**config.mk**
```make
export PLATFORM = sky130hd
export DESIGN_NAME = pcm_to_float_sample_converter
export DESIGN_NICKNAME = d
export VERILOG_FILES = /design/src/hdl/pcmf_pkg.sv /design/src/hdl/pcmf_regs.sv /design/src/hdl/pcmf_core.sv /design/src/hdl/pcm_to_float_sample_converter.sv
export SDC_FILE = /design/constraint.sdc
export NUM_CORES = 1
export LEC_CHECK = 0
export BUFFER_PORTS_ARGS = -buffer_cell sky130_fd_sc_hd__buf_2
export CAP_MARGIN = 15
export CORE_MARGIN = 2
export CORE_UTILIZATION = 40
export CTS_CLUSTER_SIZE = 16
export DETAILED_ROUTE_END_ITERATION = 16
export MAX_ROUTING_LAYER = met4
export PLACE_DENSITY = 0.59
export SYNTH_ARGS = -nofsm -noshare
export SYNTH_HDL_FRONTEND = slang
export SYNTH_SLANG_ARGS = --single-unit
```
**constraint.sdc**
```tcl
create_clock -name clk -period 8.4 [get_ports clk]
set_input_delay 1.26 -clock clk [delete_from_list [all_inputs] [get_ports clk]]
set_output_delay 1.26 -clock clk [all_outputs]
set_load 0.03 [all_outputs]
```
**src/hdl/pcmf_pkg.sv**
```systemverilog
// pcmf_pkg: shared types, constants and the integer-to-single conversion
// used by the pcm-to-float sample converter; no dependencies
package pcmf_pkg;

  localparam int MaxChannelsDefault = 8;

  typedef struct packed {
    logic [7:0] data_byte;
    logic       buffer_end;
  } pcmf_in_t;

  typedef struct packed {
    logic [31:0] float_word;
    logic [2:0]  channel_slot;
    logic        last_sample;
    logic        format_error;
  } pcmf_out_t;

  typedef enum logic [1:0] {
    REG_FLOAT_INPUT   = 2'd0,
    REG_SAMPLE_BITS   = 2'd1,
    REG_CHANNEL_COUNT = 2'd2
  } pcmf_reg_t;

  typedef struct packed {
    logic       float_input;
    logic [5:0] sample_bits;
    logic [3:0] channel_count;
  } pcmf_cfg_t;

  // leading one position of a 32-bit magnitude
  function automatic logic [4:0] lead_one(input logic [31:0] v);
    logic [4:0] p;
    p = 5'd0;
    for (int i = 0; i < 32; i++) begin
      if (v[i]) p = 5'(i);
    end
    return p;
  endfunction

  // signed v times 2^-scale as an ieee single, round to nearest even
  function automatic logic [31:0] int_to_single(input logic [31:0] v, input logic [4:0] scale);
    logic        sgn;
    logic [31:0] mag;
    logic [31:0] norm;
    logic [4:0]  p;
    logic [24:0] mant;
    logic        rnd;
    logic        sticky;
    logic [7:0]  expo;
    sgn = v[31];
    mag = sgn ? (~v + 32'd1) : v;
    p = lead_one(mag);
    norm = mag << (5'd31 - p);
    sticky = |norm[6:0];
    rnd = norm[7] && (sticky || norm[8]);
    mant = {1'b0, norm[31:8]} + {24'd0, rnd};
    expo = 8'd127 + {3'd0, p} - {3'd0, scale} + {7'd0, mant[24]};
    if (mag == 32'd0) return 32'd0;
    return {sgn, expo, mant[24] ? mant[23:1] : mant[22:0]};
  endfunction

endpackage

```
**src/hdl/pcmf_regs.sv**
```systemverilog
// pcmf_regs: apb configuration registers of the converter
// depends on pcmf_pkg
module pcmf_regs import pcmf_pkg::*; (
  input  logic        clk,
  input  logic        rst_n,
  input  logic        psel,
  input  logic        penable,
  input  logic        pwrite,
  input  logic [3:0]  paddr,
  input  logic [31:0] pwdata,
  output logic [31:0] prdata,
  output pcmf_cfg_t   cfg
);
  pcmf_cfg_t cfg_r;
  logic [1:0] idx;
  assign idx = paddr[3:2];

  always_ff @(posedge clk) begin
    if (!rst_n) begin
      cfg_r <= '{float_input: 1'b0, sample_bits: 6'd16, channel_count: 4'd2};
    end else if (psel && penable && pwrite) begin
      unique case (idx)
        REG_FLOAT_INPUT:   cfg_r.float_input <= pwdata[0];
        REG_SAMPLE_BITS:   cfg_r.sample_bits <= pwdata[5:0];
        REG_CHANNEL_COUNT: cfg_r.channel_count <= pwdata[3:0];
        default: ;
      endcase
    end
  end

  always_comb begin
    unique case (idx)
      REG_FLOAT_INPUT:   prdata = {31'd0, cfg_r.float_input};
      REG_SAMPLE_BITS:   prdata = {26'd0, cfg_r.sample_bits};
      REG_CHANNEL_COUNT: prdata = {28'd0, cfg_r.channel_count};
      default:           prdata = 32'd0;
    endcase
  end

  assign cfg = cfg_r;
endmodule

```
**src/hdl/pcmf_core.sv**
```systemverilog
// pcmf_core: byte gathering, channel tracking and conversion to single
// depends on pcmf_pkg
module pcmf_core import pcmf_pkg::*; #(
  parameter int MAX_CHANNELS = MaxChannelsDefault
) (
  input  logic      clk,
  input  logic      rst_n,
  input  pcmf_cfg_t cfg,
  input  logic      take,
  input  pcmf_in_t  word_in,
  output logic      res_valid,
  output pcmf_out_t res
);
  localparam logic [5:0] MaxCh = 6'(MAX_CHANNELS);

  logic [23:0] gath_r, gath_nxt;
  logic [1:0]  bpos_r, bpos_nxt;
  logic [2:0]  cpos_r, cpos_nxt;
  logic [2:0]  need;
  logic [31:0] word;
  logic [5:0]  eff;
  logic [5:0]  cinc;

  always_comb begin
    need = 3'd0;
    if (cfg.float_input && cfg.sample_bits == 6'd32) need = 3'd4;
    else if (!cfg.float_input && (cfg.sample_bits == 6'd16 || cfg.sample_bits == 6'd24
             || cfg.sample_bits == 6'd32)) need = cfg.sample_bits[5:3];
  end

  always_comb begin
    eff = {2'd0, cfg.channel_count};
    if (eff == 6'd0) eff = 6'd1;
    if (eff > MaxCh) eff = MaxCh;
    cinc = {3'd0, cpos_r} + 6'd1;
    word = {8'd0, gath_r} | ({24'd0, word_in.data_byte} << {bpos_r, 3'b000});
    if (need == 3'd2) word = {{16{word[15]}}, word[15:0]};
    else if (need == 3'd3) word = {{8{word[23]}}, word[23:0]};
    gath_nxt = gath_r;
    bpos_nxt = bpos_r;
    cpos_nxt = cpos_r;
    res_valid = 1'b0;
    res = '0;
    res.last_sample = word_in.buffer_end;
    if (need == 3'd0) begin
      res_valid = 1'b1;
      res.format_error = 1'b1;
      gath_nxt = '0;
      bpos_nxt = '0;
    end else if ({1'b0, bpos_r} + 3'd1 < need) begin
      gath_nxt = word[23:0];
      bpos_nxt = bpos_r + 2'd1;
    end else begin
      res_valid = 1'b1;
      res.float_word = cfg.float_input ? word
                       : int_to_single(word, 5'({need, 3'b000} - 6'd1));
      res.channel_slot = cpos_r;
      cpos_nxt = (cinc >= eff) ? 3'd0 : cinc[2:0];
      gath_nxt = '0;
      bpos_nxt = '0;
    end
    if (word_in.buffer_end) begin
      gath_nxt = '0;
      bpos_nxt = '0;
      cpos_nxt = '0;
    end
  end

  always_ff @(posedge clk) begin
    if (!rst_n) begin
      gath_r <= '0;
      bpos_r <= '0;
      cpos_r <= '0;
    end else if (take) begin
      gath_r <= gath_nxt;
      bpos_r <= bpos_nxt;
      cpos_r <= cpos_nxt;
    end
  end

  a_cpos_range: assert property (@(posedge clk) disable iff (!rst_n)
    {3'd0, cpos_r} < MaxCh) else $error("channel position out of range");
  a_end_clears: assert property (@(posedge clk) disable iff (!rst_n)
    take && word_in.buffer_end |=> bpos_r == 2'd0 && cpos_r == 3'd0)
    else $error("buffer end did not clear state");
  a_err_zero: assert property (@(posedge clk) disable iff (!rst_n)
    res_valid && res.format_error |-> res.float_word == 32'd0)
    else $error("error result carries data");
endmodule

```
**src/hdl/pcm_to_float_sample_converter.sv**
```systemverilog
// pcm_to_float_sample_converter: top level with input register and skid output
// depends on pcmf_pkg, pcmf_regs, pcmf_core
// usage:
//   in_ channel carries one byte word (data_byte, buffer_end) per handshake;
//   a word is taken when in_valid is high and in_stall is low.
//   out_ channel carries one result word (float_word, channel_slot,
//   last_sample, format_error) on out_valid, held while out_stall is high.
//   configuration through the apb port: float_input at 0x0, sample_bits at
//   0x4, channel_count at 0x8; write only while idle.
//   a byte that completes a sample is held in the input register, and its
//   result is then captured in the result register.
//   throughput: one byte per cycle while in_stall is low, set by the
//   combinational conversion path between the two registers.
//   a receiver stall fills the result register and one skid entry; in_stall
//   rises only when both are full.
//   reset clears all gathering state, the pipeline and the registers to
//   16-bit stereo integer pcm.
module pcm_to_float_sample_converter import pcmf_pkg::*; #(
  parameter int MAX_CHANNELS = MaxChannelsDefault
) (
  input  logic        clk,
  input  logic        rst_n,
  input  logic        in_valid,
  output logic        in_stall,
  input  pcmf_in_t    in_data,
  output logic        out_valid,
  input  logic        out_stall,
  output pcmf_out_t   out_data,
  input  logic        cfg_psel,
  input  logic        cfg_penable,
  input  logic        cfg_pwrite,
  input  logic [3:0]  cfg_paddr,
  input  logic [31:0] cfg_pwdata,
  output logic [31:0] cfg_prdata,
  output logic        cfg_pready
);
  pcmf_cfg_t cfg;
  logic      iv_r;
  pcmf_in_t  id_r;
  logic      ov_r, sv_r;
  pcmf_out_t od_r, sd_r;
  logic      res_valid;
  pcmf_out_t res;
  logic      take;

  assign cfg_pready = 1'b1;

  pcmf_regs u_regs (
    .clk(clk), .rst_n(rst_n), .psel(cfg_psel), .penable(cfg_penable),
    .pwrite(cfg_pwrite), .paddr(cfg_paddr), .pwdata(cfg_pwdata),
    .prdata(cfg_prdata), .cfg(cfg)
  );

  pcmf_core #(.MAX_CHANNELS(MAX_CHANNELS)) u_core (
    .clk(clk), .rst_n(rst_n), .cfg(cfg), .take(take), .word_in(id_r),
    .res_valid(res_valid), .res(res)
  );

  // stage can advance unless a result waits behind a full skid
  assign take = iv_r && !sv_r;
  assign in_stall = sv_r;
  assign out_valid = ov_r;
  assign out_data = od_r;

  always_ff @(posedge clk) begin
    if (!rst_n) begin
      iv_r <= 1'b0;
      ov_r <= 1'b0;
      sv_r <= 1'b0;
    end else begin
      if (!sv_r) iv_r <= in_valid;
      if (!ov_r || !out_stall) begin
        ov_r <= sv_r || (take && res_valid);
        sv_r <= 1'b0;
      end else if (take && res_valid) begin
        sv_r <= 1'b1;
      end
    end
  end

  always_ff @(posedge clk) begin
    if (!sv_r) id_r <= in_data;
    if (!ov_r || !out_stall) od_r <= sv_r ? sd_r : res;
    else if (take && res_valid) sd_r <= res;
  end

  a_skid_needs_out: assert property (@(posedge clk) disable iff (!rst_n)
    sv_r |-> ov_r) else $error("skid full with empty output");
  a_out_hold: assert property (@(posedge clk) disable iff (!rst_n)
    ov_r && out_stall |=> ov_r) else $error("result dropped under stall");
  a_no_take_when_full: assert property (@(posedge clk) disable iff (!rst_n)
    sv_r |-> !take) else $error("item advanced with skid full");
endmodule

```
==> impl_metrics.ini <==
[grt]
grt_pass1_wl_mm = 76.3
grt_pass1_vias = 11900
grt-ovfl-total = 0
grt_usage = 0.341
antenna_found_initial = 2
grt_max_degree = 44

[layout]
nFillCells = 2890
fin_cells = 2051
multiInputGateArea_um2 = 7940
antennaDiodeCount = 0
layout-drive-gt1-share = 0.241
area_growth_pct = 21.3
regArea_um2 = 3350
final_nets = 1724

[power]
pwr-share-clk = 0.181
p_sw_mw = 1.83
pwr-share-seq = 0.190
power_leakage_nw = 5.57
p_int_mw = 1.96
powerDensity_nw_per_um2 = 265
p_comb_frac = 0.628
max-vdd-ir-drop_uv = 183
swShare = 0.483

[synth]
synth_top_family_by_area = compound AO/OA/AOI/OAI gates
synth_common_cells = nand2_1 (136), nor2_1 (136), a21oi_1 (126)
synth.top_cells.by_area = edfxtp_1 (21%), dfxtp_1 (7.3%), a21oi_1 (5.4%)
synth_top_cell_area_share = 0.211
async_flop_share = 0
synth_seq_cells = 126
synth_cell_types = 107
syn_avg_cell_area_um2 = 8.08
synthesis.area_um2 = 11800
synth-edff-count = 83
synth-xor-area-share = 0.0378
synthMuxAreaShare = 0.0406
synth_seq_area_share = 0.285
synth_compound_area_frac = 0.319
ys.flop_type = edfxtp_1
synth-simple-area-share = 0.239
yosys.area.top_type = edfxtp_1
yosys.area_share.adder = 0.0180
ys_warn_count = 0
netlist_instances = 1458

[placed_design]
dp_hpwl_mm = 41.3
gp_congestion = 1.02
numPortBuffers = 68
dp.cells = 2015

[floorplanning]
die-area_um2 = 30900
start_util = 0.408
placementRows = 62
pin_count = 124
die_h_um = 176
core_um2 = 28900
die_x_um = 176

[route]
avgViaCountPerCell = 6.25
antenna_left = 0
drt_first_pass_iters = 5
drcViolationCount = 0
routed_wl_mm = 51.4
wl_per_cell_um = 25.1
num_vias = 12800
drt_iter0_drc = 1507

[clock_network]
worst_setup_hold_path_clk_slew_ps = 60
clock-sinks = 126
h-tree-depth = 4
clk_latency_ps = 440
cts_tree = done
cts_hold_buf = 0
cts_buffers = 17
clock-root-buffer = clkbuf_16
cts_max_path_buffers = 2

[job]
drv_cap = 0

[timing]
final_max_slew_viol_count = 0
hold_violations = 0
period_needed_ps = 8010
fin_crit_sh = 0.953
finalSetupViolations = 0
fin_skew_ps = 13.7
worst_slew_pin_slew_ps = 906
whs_ps = 489
max_freq_ghz = 0.125
max_slew_margin = 0.394

[setup_path]
rr_worst_depth = 32
path_max_fanout = 9
crit_path_end_kind = register
rrSetupSlack_ps = 390
cp.required_ps = 8550
slowest_stage = or4b_1
crit_start = u_regs.cfg[4]
cpMostUsedCell = buf_4
crit_arrival_ps = 8160
startpoint_type = register
slowest_delay_ps = 600
rr_startpoint = u_regs.cfg[4]
crit_type = reg2reg
rr_endpoint = out_data[32]

[min_path]
worstHoldEndpoint = out_valid
holdCritStartpoint = out_valid
hold_class = reg2reg
whs_path_depth = 2

[status]
outcome = complete, no violations
-- per-stage QoR --
| step | setup TNS, ps | instance area, um^2 | total power, mW | utilization | setup WS, ps |
|---|---|---|---|---|---|
| 2_1_floorplan | 0 | 11900 | 2.04 | - | 608 |
| 3_3_place_gp | 0 | 13600 | 3.03 | 0.471 | 283 |
| 3_5_place_dp | 0 | 13600 | 3.01 | 0.471 | 340 |
| 4_1_cts | 0 | 14100 | 3.70 | 0.490 | 280 |
| 5_1_grt | -5.34 | 14300 | 3.95 | 0.495 | -5.34 |
| 6_report | 0 | 14300 | 3.79 | 0.495 | 393 |
-- registers in the layout (all words and copies together), names as in the netlist --
signal         cells
id_r               9
in_stall           1
out_valid          1
u_regs.cfg        11
sd_r              37
out_data          37
u_core.cpos_r      3
u_core.gath_r     24
iv_r               1
u_core.bpos_r      2
-- how the worst max path moves through the flow --
| stage | depth (start not counted) | to | slack [ps] |
|---|---|---|---|
| floorplan | 35 | out_data[34] | 610 |
| global placement | 32 | out_data[34] | 280 |
| detailed placement | 34 | out_data[35] | 340 |
| CTS | 34 | out_data[35] | 280 |
| global route | 33 | out_data[34] | -5 |
| finish | 32 | out_data[32] | 390 |
-- area by class of cell --
| class | count | share of cell area |
|---|---|---|
| clock buffer | 17 | 0.0298 |
| clock inverter | 14 | 0.00831 |
| inverter | 27 | 0.00744 |
| multi-input combinational | 1218 | 0.555 |
| sequential | 126 | 0.235 |
| tap | 384 | 0.0336 |
| timing repair buffer | 265 | 0.131 |
-- cells by family (layout without fill, tap and decap cells) --
family                   after synthesis  after routing
AND/OR/NAND/NOR                      543            543
adder cells (fa/ha/maj)               17             17
XOR/XNOR                              50             50
buffers and inverters                139            323
multiplexers                          45             45
AO/OA/AOI/OAI                        536            536
other                                  2             27
flip-flops                           126            126
-- power groups by stage --
stage	clock network, mW	logic [mW]	registers [mW]
2_1_floorplan	0	1.25	0.788
3_3_place_gp	0	2.30	0.732
3_5_place_dp	0	2.28	0.733
4_1_cts	0.696	2.29	0.720
5_1_grt	0.722	2.50	0.723
6_report	0.687	2.38	0.720
-- worst max-delay path: cells and delay by family, from the launching register on --
kind / cells / cell delay (ps)
buf+inv: 7 / 1160
simple gates: 8 / 1950
xor+xnor: 2 / 450
flops: 1 / 340
fa+ha+maj: 3 / 640
compound gates: 12 / 3150
-- routing by layer --
layer  global-route usage  up-vias  wire [um]  part of all wire
met5                    -        -          0                 0
met4               0.0871        0       1390             0.027
met3               0.0600       77       4250             0.083
met2                0.506      599      22200              0.43
met1                0.480     6207      23600              0.46
li1                     -     5934          -                 -
-- cell usage in the layout (no fill, tap or decap), drive strengths merged, types with 31 or more instances in the layout --
master	netlist	final
a21oi	129	129
buf	66	265
dfxtp	43	43
edfxtp	83	83
mux2i	32	32
nand2	137	137
nand3	41	41
nor2	140	140
nor2b	31	31
nor3	48	48
o21ai	110	110
xnor2	34	34
-- timing repair --
item	in CTS	in global routing
buffers inserted	0	3
setup endpoints to repair	0	11
gates resized for setup	0	21
Note: power is estimated with default switching activity, not from simulation.
